<file path="config.mk">
export PLATFORM = sky130hd
export DESIGN_NAME = indexed_list_insert_delete
export DESIGN_NICKNAME = d
export VERILOG_FILES = /design/src/rtl/ilid_pkg.sv /design/src/rtl/ilid_ram.sv /design/src/rtl/ilid_datapath.sv /design/src/rtl/ilid_controller.sv /design/src/rtl/indexed_list_insert_delete.sv
export VERILOG_INCLUDE_DIRS = /design/src /design/src/rtl
export SDC_FILE = /design/constraint.sdc
export NUM_CORES = 2
export LEC_CHECK = 0
export ABC_AREA = 1
export CAP_MARGIN = 20
export CORE_MARGIN = 4
export CORE_UTILIZATION = 55
export CTS_BUF_LIST = sky130_fd_sc_hd__clkbuf_4 sky130_fd_sc_hd__clkbuf_8
export DETAILED_ROUTE_END_ITERATION = 16
export DONT_BUFFER_PORTS = 1
export PLACE_DENSITY = 0.7
export SYNTH_ARGS = -nofsm -noshare
export SYNTH_HDL_FRONTEND = slang
export SYNTH_SLANG_ARGS = --single-unit
export TNS_END_PERCENT = 5
</file>
<file path="constraint.sdc">
create_clock -name clk -period 13 [get_ports clk]
set_clock_uncertainty 0.1 [all_clocks]
set_input_delay 0 -clock clk [delete_from_list [all_inputs] [get_ports clk]]
set_output_delay 0 -clock clk [all_outputs]
set_load 0.01 [all_outputs]
</file>
<file path="src/rtl/indexed_list_insert_delete_assert.svh">
// ----------------------------------------------------------------------------
// Assertion macros for the indexed list
// Clocked on clk, disabled while rst_n is low.
// ----------------------------------------------------------------------------
`ifndef INDEXED_LIST_INSERT_DELETE_ASSERT_SVH
`define INDEXED_LIST_INSERT_DELETE_ASSERT_SVH

// consequent in the same cycle
`define ILID_ASSERT_SAME(name, ante, cons) \
    name: assert property (@(posedge clk) disable iff (!rst_n) (ante) |-> (cons)) \
        else $error("indexed list assertion failed");

// consequent in the next cycle
`define ILID_ASSERT_NEXT(name, ante, cons) \
    name: assert property (@(posedge clk) disable iff (!rst_n) (ante) |=> (cons)) \
        else $error("indexed list assertion failed");

`endif

</file>
<file path="src/rtl/ilid_pkg.sv">
// ----------------------------------------------------------------------------
// ilid_pkg
// Types and codes shared by the indexed list controller, datapath and top.
// ----------------------------------------------------------------------------
`timescale 1ns / 1ps

package ilid_pkg;

    localparam int POS_W = 16;
    localparam int VAL_W = 32;

    typedef enum logic [2:0] {
        OP_READ       = 3'd0,
        OP_INS_HEAD   = 3'd1,
        OP_APPEND     = 3'd2,
        OP_INS_BEFORE = 3'd3,
        OP_DELETE     = 3'd4
    } op_t;

    localparam logic [1:0] ST_DONE    = 2'd0;
    localparam logic [1:0] ST_INVALID = 2'd1;
    localparam logic [1:0] ST_FULL    = 2'd2;

    localparam logic signed [VAL_W-1:0] READ_MISS = -32'sd1;

    typedef enum logic [1:0] {
        K_READ,
        K_INSERT,
        K_DELETE,
        K_REJECT
    } kind_t;

    typedef struct packed {
        logic [2:0]              operation;
        logic signed [POS_W-1:0] position;
        logic signed [VAL_W-1:0] item_value;
    } req_item_t;

    typedef struct packed {
        logic signed [VAL_W-1:0] read_value;
        logic [1:0]              status;
        logic [6:0]              length_now;
    } rsp_item_t;

    typedef struct packed {
        logic load;
        logic decide;
        logic rd_item;
        logic shift;
        logic put;
        logic cap_read;
        logic emit;
    } dp_cmd_t;

    typedef struct packed {
        kind_t kind;
        logic  shift_needed;
        logic  last_read;
        logic  out_free;
    } dp_stat_t;

endpackage

</file>
<file path="src/rtl/ilid_ram.sv">
// ----------------------------------------------------------------------------
// ilid_ram
// Simple dual-port RAM: one write port, one read port with registered data.
// ----------------------------------------------------------------------------
`timescale 1ns / 1ps

module ilid_ram #(
    parameter int WIDTH = 32,
    parameter int DEPTH = 64
) (
    input  logic                     clk,
    input  logic                     we,
    input  logic [$clog2(DEPTH)-1:0] waddr,
    input  logic [WIDTH-1:0]         wdata,
    input  logic                     re,
    input  logic [$clog2(DEPTH)-1:0] raddr,
    output logic [WIDTH-1:0]         rdata
);

    logic [WIDTH-1:0] mem [DEPTH];

    always_ff @(posedge clk)
    begin
        if (we)
        begin
            mem[waddr] <= wdata;
        end
        if (re)
        begin
            rdata <= mem[raddr];
        end
    end

endmodule

</file>
<file path="src/rtl/ilid_datapath.sv">
// ----------------------------------------------------------------------------
// ilid_datapath
// Element store, length counter, request decode, shift pointers and the
// result register.
// ----------------------------------------------------------------------------
`timescale 1ns / 1ps

module ilid_datapath #(
    parameter int CAPACITY = 64
) (
    input  logic                  clk,
    input  logic                  rst_n,
    input  ilid_pkg::req_item_t   req,
    input  ilid_pkg::dp_cmd_t     cmd,
    output ilid_pkg::dp_stat_t    stat,
    output logic                  rsp_valid,
    input  logic                  rsp_ready,
    output ilid_pkg::rsp_item_t   rsp
);

    import ilid_pkg::*;

    localparam int AW   = $clog2(CAPACITY);
    localparam int CW   = $clog2(CAPACITY + 1);
    localparam int CMPW = (CW > POS_W) ? CW : POS_W;

    req_item_t               item_reg;
    logic [CW-1:0]           count_reg;
    logic [CW-1:0]           count_next;
    logic [AW-1:0]           ptr_reg;
    logic [AW-1:0]           prev_reg;
    logic                    wpend_reg;
    logic signed [VAL_W-1:0] value_reg;
    logic                    rsp_valid_reg;
    rsp_item_t               rsp_reg;

    logic                    pos_neg;
    logic [CMPW-1:0]         pos_ext;
    logic [CMPW-1:0]         cnt_ext;
    logic                    in_range;
    logic                    past_end;
    logic                    full;
    kind_t                   kind;
    logic [1:0]              status;
    logic [CW-1:0]           where_c;
    logic                    shift_needed;
    logic [AW-1:0]           end_ptr;
    logic [AW-1:0]           start_ptr;

    logic                    ram_we;
    logic [AW-1:0]           ram_waddr;
    logic [VAL_W-1:0]        ram_wdata;
    logic                    ram_re;
    logic [AW-1:0]           ram_raddr;
    logic [VAL_W-1:0]        ram_rdata;

    assign pos_neg  = item_reg.position[POS_W-1];
    assign pos_ext  = CMPW'($unsigned(item_reg.position));
    assign cnt_ext  = CMPW'(count_reg);
    assign in_range = !pos_neg && (pos_ext < cnt_ext);
    assign past_end = !pos_neg && (pos_ext > cnt_ext);
    assign full     = (count_reg == CW'(CAPACITY));

    always_comb
    begin
        kind    = K_REJECT;
        status  = ST_INVALID;
        where_c = '0;
        case (item_reg.operation)
            OP_READ:
            begin
                if (in_range)
                begin
                    kind   = K_READ;
                    status = ST_DONE;
                end
            end
            OP_INS_HEAD:
            begin
                status = full ? ST_FULL : ST_DONE;
                kind   = full ? K_REJECT : K_INSERT;
            end
            OP_APPEND:
            begin
                status  = full ? ST_FULL : ST_DONE;
                kind    = full ? K_REJECT : K_INSERT;
                where_c = count_reg;
            end
            OP_INS_BEFORE:
            begin
                if (!past_end)
                begin
                    status  = full ? ST_FULL : ST_DONE;
                    kind    = full ? K_REJECT : K_INSERT;
                    where_c = pos_neg ? '0 : pos_ext[CW-1:0];
                end
            end
            OP_DELETE:
            begin
                if (in_range)
                begin
                    kind    = K_DELETE;
                    status  = ST_DONE;
                    where_c = pos_ext[CW-1:0];
                end
            end
            default:
            begin
                kind   = K_REJECT;
                status = ST_INVALID;
            end
        endcase
    end

    always_comb
    begin
        case (kind)
            K_INSERT: shift_needed = (where_c != count_reg);
            K_DELETE: shift_needed = (({1'b0, where_c} + (CW+1)'(1)) != {1'b0, count_reg});
            default:  shift_needed = 1'b0;
        endcase
    end

    always_comb
    begin
        if (kind == K_INSERT)
        begin
            start_ptr = AW'(count_reg - CW'(1));
            end_ptr   = where_c[AW-1:0];
        end
        else
        begin
            start_ptr = AW'(where_c + CW'(1));
            end_ptr   = AW'(count_reg - CW'(1));
        end
    end

    assign stat.kind         = kind;
    assign stat.shift_needed = shift_needed;
    assign stat.last_read    = (ptr_reg == end_ptr);
    assign stat.out_free     = !rsp_valid_reg || rsp_ready;

    always_comb
    begin
        ram_re    = cmd.rd_item || cmd.shift;
        ram_raddr = cmd.rd_item ? pos_ext[AW-1:0] : ptr_reg;
        ram_we    = wpend_reg || cmd.put;
        if (wpend_reg)
        begin
            ram_waddr = (kind == K_INSERT) ? (prev_reg + AW'(1)) : (prev_reg - AW'(1));
            ram_wdata = ram_rdata;
        end
        else
        begin
            ram_waddr = where_c[AW-1:0];
            ram_wdata = item_reg.item_value;
        end
    end

    ilid_ram #(
        .WIDTH (VAL_W),
        .DEPTH (CAPACITY)
    ) u_store (
        .clk   (clk),
        .we    (ram_we),
        .waddr (ram_waddr),
        .wdata (ram_wdata),
        .re    (ram_re),
        .raddr (ram_raddr),
        .rdata (ram_rdata)
    );

    always_comb
    begin
        case (kind)
            K_INSERT: count_next = count_reg + CW'(1);
            K_DELETE: count_next = count_reg - CW'(1);
            default:  count_next = count_reg;
        endcase
    end

    always_ff @(posedge clk or negedge rst_n)
    begin
        if (!rst_n)
        begin
            count_reg     <= '0;
            wpend_reg     <= 1'b0;
            rsp_valid_reg <= 1'b0;
        end
        else
        begin
            wpend_reg <= cmd.shift;
            if (cmd.emit)
            begin
                count_reg     <= count_next;
                rsp_valid_reg <= 1'b1;
            end
            else if (rsp_ready)
            begin
                rsp_valid_reg <= 1'b0;
            end
        end
    end

    always_ff @(posedge clk)
    begin
        if (cmd.load)
        begin
            item_reg <= req;
        end
        if (cmd.decide)
        begin
            ptr_reg <= start_ptr;
        end
        else if (cmd.shift)
        begin
            ptr_reg  <= (kind == K_INSERT) ? (ptr_reg - AW'(1)) : (ptr_reg + AW'(1));
            prev_reg <= ptr_reg;
        end
        if (cmd.cap_read)
        begin
            value_reg <= ram_rdata;
        end
        if (cmd.emit)
        begin
            if (kind == K_READ)
            begin
                rsp_reg.read_value <= value_reg;
            end
            else if (item_reg.operation == OP_READ)
            begin
                rsp_reg.read_value <= READ_MISS;
            end
            else
            begin
                rsp_reg.read_value <= '0;
            end
            rsp_reg.status     <= status;
            rsp_reg.length_now <= 7'(count_next);
        end
    end

    assign rsp_valid = rsp_valid_reg;
    assign rsp       = rsp_reg;

endmodule

</file>
<file path="src/rtl/ilid_controller.sv">
// ----------------------------------------------------------------------------
// ilid_controller
// Sequencer for one request at a time: decode, element moves, final write
// and result hand-off.
// ----------------------------------------------------------------------------
`timescale 1ns / 1ps

module ilid_controller (
    input  logic               clk,
    input  logic               rst_n,
    input  logic               req_valid,
    output logic               req_ready,
    input  ilid_pkg::dp_stat_t stat,
    output ilid_pkg::dp_cmd_t  cmd
);

    import ilid_pkg::*;

    typedef enum logic [2:0] {
        S_IDLE,
        S_DECIDE,
        S_RDWAIT,
        S_SHIFT,
        S_DRAIN,
        S_PUT,
        S_EMIT
    } state_t;

    state_t state_reg;
    state_t state_next;

    always_comb
    begin
        state_next = state_reg;
        cmd        = '0;
        case (state_reg)
            S_IDLE:
            begin
                cmd.load = req_valid;
                if (req_valid)
                begin
                    state_next = S_DECIDE;
                end
            end
            S_DECIDE:
            begin
                cmd.decide = 1'b1;
                case (stat.kind)
                    K_READ:
                    begin
                        cmd.rd_item = 1'b1;
                        state_next  = S_RDWAIT;
                    end
                    K_INSERT: state_next = stat.shift_needed ? S_SHIFT : S_PUT;
                    K_DELETE: state_next = stat.shift_needed ? S_SHIFT : S_EMIT;
                    default:  state_next = S_EMIT;
                endcase
            end
            S_RDWAIT:
            begin
                cmd.cap_read = 1'b1;
                state_next   = S_EMIT;
            end
            S_SHIFT:
            begin
                cmd.shift = 1'b1;
                if (stat.last_read)
                begin
                    state_next = S_DRAIN;
                end
            end
            S_DRAIN:
            begin
                state_next = (stat.kind == K_INSERT) ? S_PUT : S_EMIT;
            end
            S_PUT:
            begin
                cmd.put    = 1'b1;
                state_next = S_EMIT;
            end
            S_EMIT:
            begin
                if (stat.out_free)
                begin
                    cmd.emit   = 1'b1;
                    state_next = S_IDLE;
                end
            end
            default:
            begin
                state_next = S_IDLE;
            end
        endcase
    end

    always_ff @(posedge clk or negedge rst_n)
    begin
        if (!rst_n)
        begin
            state_reg <= S_IDLE;
        end
        else
        begin
            state_reg <= state_next;
        end
    end

    assign req_ready = (state_reg == S_IDLE);

endmodule

</file>
<file path="src/rtl/indexed_list_insert_delete.sv">
// ----------------------------------------------------------------------------
// indexed_list_insert_delete
// Ordered list of up to CAPACITY signed 32-bit values held in a single
// write, single read RAM. One request is in flight at a time; the result
// register lets the next request be taken while a result waits. Elements
// move only when an insert or delete is not at the tail; each moved element
// is read from the RAM and written back one place over, and a drain step
// follows the last move. The store needs no clearing after reset.
// ----------------------------------------------------------------------------
`timescale 1ns / 1ps

module indexed_list_insert_delete #(
    parameter int CAPACITY = 64
) (
    input  logic                clk,
    input  logic                rst_n,
    input  logic                req_valid,
    output logic                req_ready,
    input  ilid_pkg::req_item_t req,
    output logic                rsp_valid,
    input  logic                rsp_ready,
    output ilid_pkg::rsp_item_t rsp
);

    import ilid_pkg::*;

    dp_cmd_t  cmd;
    dp_stat_t stat;

    ilid_controller u_ctrl (
        .clk       (clk),
        .rst_n     (rst_n),
        .req_valid (req_valid),
        .req_ready (req_ready),
        .stat      (stat),
        .cmd       (cmd)
    );

    ilid_datapath #(
        .CAPACITY (CAPACITY)
    ) u_dp (
        .clk       (clk),
        .rst_n     (rst_n),
        .req       (req),
        .cmd       (cmd),
        .stat      (stat),
        .rsp_valid (rsp_valid),
        .rsp_ready (rsp_ready),
        .rsp       (rsp)
    );

`include "indexed_list_insert_delete_assert.svh"

    `ILID_ASSERT_NEXT(a_busy_after_accept, cmd.load, !req_ready)
    `ILID_ASSERT_SAME(a_length_bound, rsp_valid, rsp.length_now <= CAPACITY)
    `ILID_ASSERT_SAME(a_full_length, rsp_valid && (rsp.status == ST_FULL),
        rsp.length_now == 7'(CAPACITY))
    `ILID_ASSERT_SAME(a_emit_when_free, cmd.emit, !rsp_valid || rsp_ready)

endmodule

</file>
==> metrics <==
status=finished, final reports clean; sequential share of power=0.430; mapped cell area=approximately 88000 µm²; clk_lat worst skew=slightly above 1 ns; Post-Place Cells=8423; hold_buf cts=roughly 150; cell count after synthesis=6686; Initial Utilization=0.556; leakage power=about 0.032 µW; Seq/Total Area, Yosys=0.757; Die ar.=around 170000 µm²; 1st-iter DRT viols=just over 9000; fraction of layout cells with a size suffix above 1=0.112; post-cts sizing count=0; max cap viols=0; fin crit share=0.601; post-synthesis register bit count=around 2200; GRT Total Usage=0.294; Rel. slew slack=0.145; area growth from synthesis to layout=12.3%; Psw=7570 µW; Critical Path Source Type=flop; total wire length=approximately 250000 µm; GRT overflow=0; worst-case reg-to-reg path depth=28; root buffer cell=clkbuf_8; vias in the first global route=roughly 57000; WL/cell=around 27 µm; syn_area_per_cell=approximately 13 µm²; Vias/cell=approximately 6.5; # DRC=0; max-slew violations=0; CP Max Fanout=224; endpoints failing setup=0; number of CTS-inserted buffers=between 300 and 400; worst min path class=input port to flop; largest net degree at the start of global routing=225; pwr/cell area=between 200 and 250 nW/µm²; Comb power frac=0.297; Fmax achieved=128 MHz; max incr delay on CP=about 0.93 ns; Setup Total Neg Slack=0 ns; Finished Core Util=0.624; Finished Layout Cells=between 9000 and 10000; Req. time, crit path=13.78 ns; RSZ-0062 raised after global routing=no; Final Total Pwr=21100 µW; Nets=just under 7000; arrival time at the worst endpoint=roughly 8.6 ns; syn_nets=slightly below 7000; synth top area cells=edfxtp_1 75%, nor2_1 5.9%, o21ai_0 5.7%, o22ai_1 3.6%, o21ai_1 1.7%; IO Pins=about 100; reg2reg setup slack=5.19 ns; Worst VDD drop=around 0.2 mV; fillers=about 11000; Antenna Nets Post-Route=0; die span in y=between 400 and 500 µm; post-route cell area=99200 µm²; Detailed Place HPWL=around 130000 µm; Port-buffer cells=0; initial antenna violation count=5; CTS Sinks=around 2200; worst-margin pin slew=1.28 ns; CP endpoint kind=flop; Worst-path clk slew=~0.07 ns; CP Class=flop to flop; CTS tree=done; minimum clock period=7.81 ns; H-tree levels=5; Vias=between 50000 and 60000; top-area cell type share of the netlist area=0.754; clock power share=0.273; sw frac=0.359; CTS Buffer Depth=4; Cell Rows=roughly 150; max reg flops=between 2000 and 2500; commonest cells after routing, fill and taps aside=2216 x edfxtp_1, 1328 x nor2_1, 1012 x o21ai_0; placed cell area=just over 90000 µm²; final hold viol count=0; Distinct cells, synth=a little over 40; placer congestion estimate=0.906; Ys Warns=0; largest area contributor in the netlist=edfxtp_1; Slowest-stage cell, CP=buf_4; Pint=~14000 µW; most common cell after layout, fill and taps aside=edfxtp_1; wire length of the first global-routing pass=around 370000 µm; die width=around 410 µm; area of the core=around 160000 µm²; Worst Hold Depth=2; postcts setup bufs=0; TritonRoute pass-1 iters=6
[area by class of cell]
cell class                 instances  area (µm²)  area share
antenna                            5        12.5    0.000126
clock buffer                     481        5910      0.0596
timing repair buffer             301        3080      0.0311
clock inverter                   121         762     0.00768
tap                             2072        2590      0.0261
inverter                          85         369     0.00372
multi-input combinational       3906       19600       0.198
sequential                      2228       66800       0.674
[through the flow]
stage | hold WS (ns) | setup slack (ns)
floorplan | -0.396 | 6.87
global placement | -0.395 | 4.88
detailed placement | -0.395 | 4.86
CTS | 0.00786 | 4.84
global route | 0.0488 | 4.70
finish | 0.0766 | 5.19
[cell families (layout without fill, tap and decap cells)]
group                      count (synthesis)  in the layout  synth area share
DFF                                     2228           2228             0.757
adders and majority gates                 24             24           0.00357
AOI/OAI and AO/OA                       1996           1996             0.127
other                                      0              5                 0
and+or+nand+nor                         1867           1867            0.0826
buffers and inverters                    552            988            0.0282
xor gates and xnor gates                  19             19           0.00188
[synth_stat cells, drive strengths merged]
library cell,instances
o32ai,2
dfrtp,12
fa,2
o221ai,128
a22oi,1
nand3b,3
o21ai,1324
a21oi,15
o31ai,1
nor2,1398
a31oi,2
buf,190
nor4,1
o211ai,13
nand4,19
nor3,12
o21a,1
ha,22
nand3,96
edfxtp,2216
xor2,12
inv,82
clkinv,3
or2,3
xnor2,7
o22ai,509
nand2,335
clkbuf,277
[per-layer routing]
metal / GRT usage / wire length [µm] / share of wire / vias to the layer above
li1: - / - / - / 25400
met1: 0.409 / 94900 / 0.38 / 29200
met2: 0.449 / 114000 / 0.45 / 4120
met3: 0.0731 / 32600 / 0.13 / 602
met4: 0.119 / 9700 / 0.039 / 2
met5: 0 / 12 / 0.000048 / -
[path summary, 6_finish.rpt]
path / start / end
max in group asynchronous: rst_n / u_dp.count_reg[2]$_DFFE_PN0P_
min: req[16] / u_dp.item_reg[16]$_DFFE_PP_
min reg2reg: u_dp.u_store.rdata[29]$_DFFE_PP_ / u_dp.value_reg[29]$_DFFE_PN_
max reg2reg: u_dp.count_reg[4]$_DFFE_PN0P_ / u_dp.u_store.rdata[1]$_DFFE_PP_
min in group asynchronous: rst_n / u_dp.count_reg[5]$_DFFE_PN0P_
max: u_dp.count_reg[4]$_DFFE_PN0P_ / u_dp.u_store.rdata[1]$_DFFE_PP_
[power groups by stage]
stage          combinational (µW)  sequential, µW  clock [µW]
6_report                     6270            9070        5770
5_1_grt                      6730            9080        6200
4_1_cts                      6030            9080        5810
3_5_place_dp                 5960            9220           0
3_3_place_gp                 5850            9220           0
2_1_floorplan                3830            9160           0
[critical path, delay by kind of cell (launching register included)]
kind                     cells  cell delay (ns)
flip-flops                   1             0.47
buffers and inverters       10             3.29
AND/OR/NAND/NOR             11             1.64
adder cells (fa/ha/maj)      2             0.66
AO/OA/AOI/OAI                5             0.95
(Power assumes the default switching activity.)
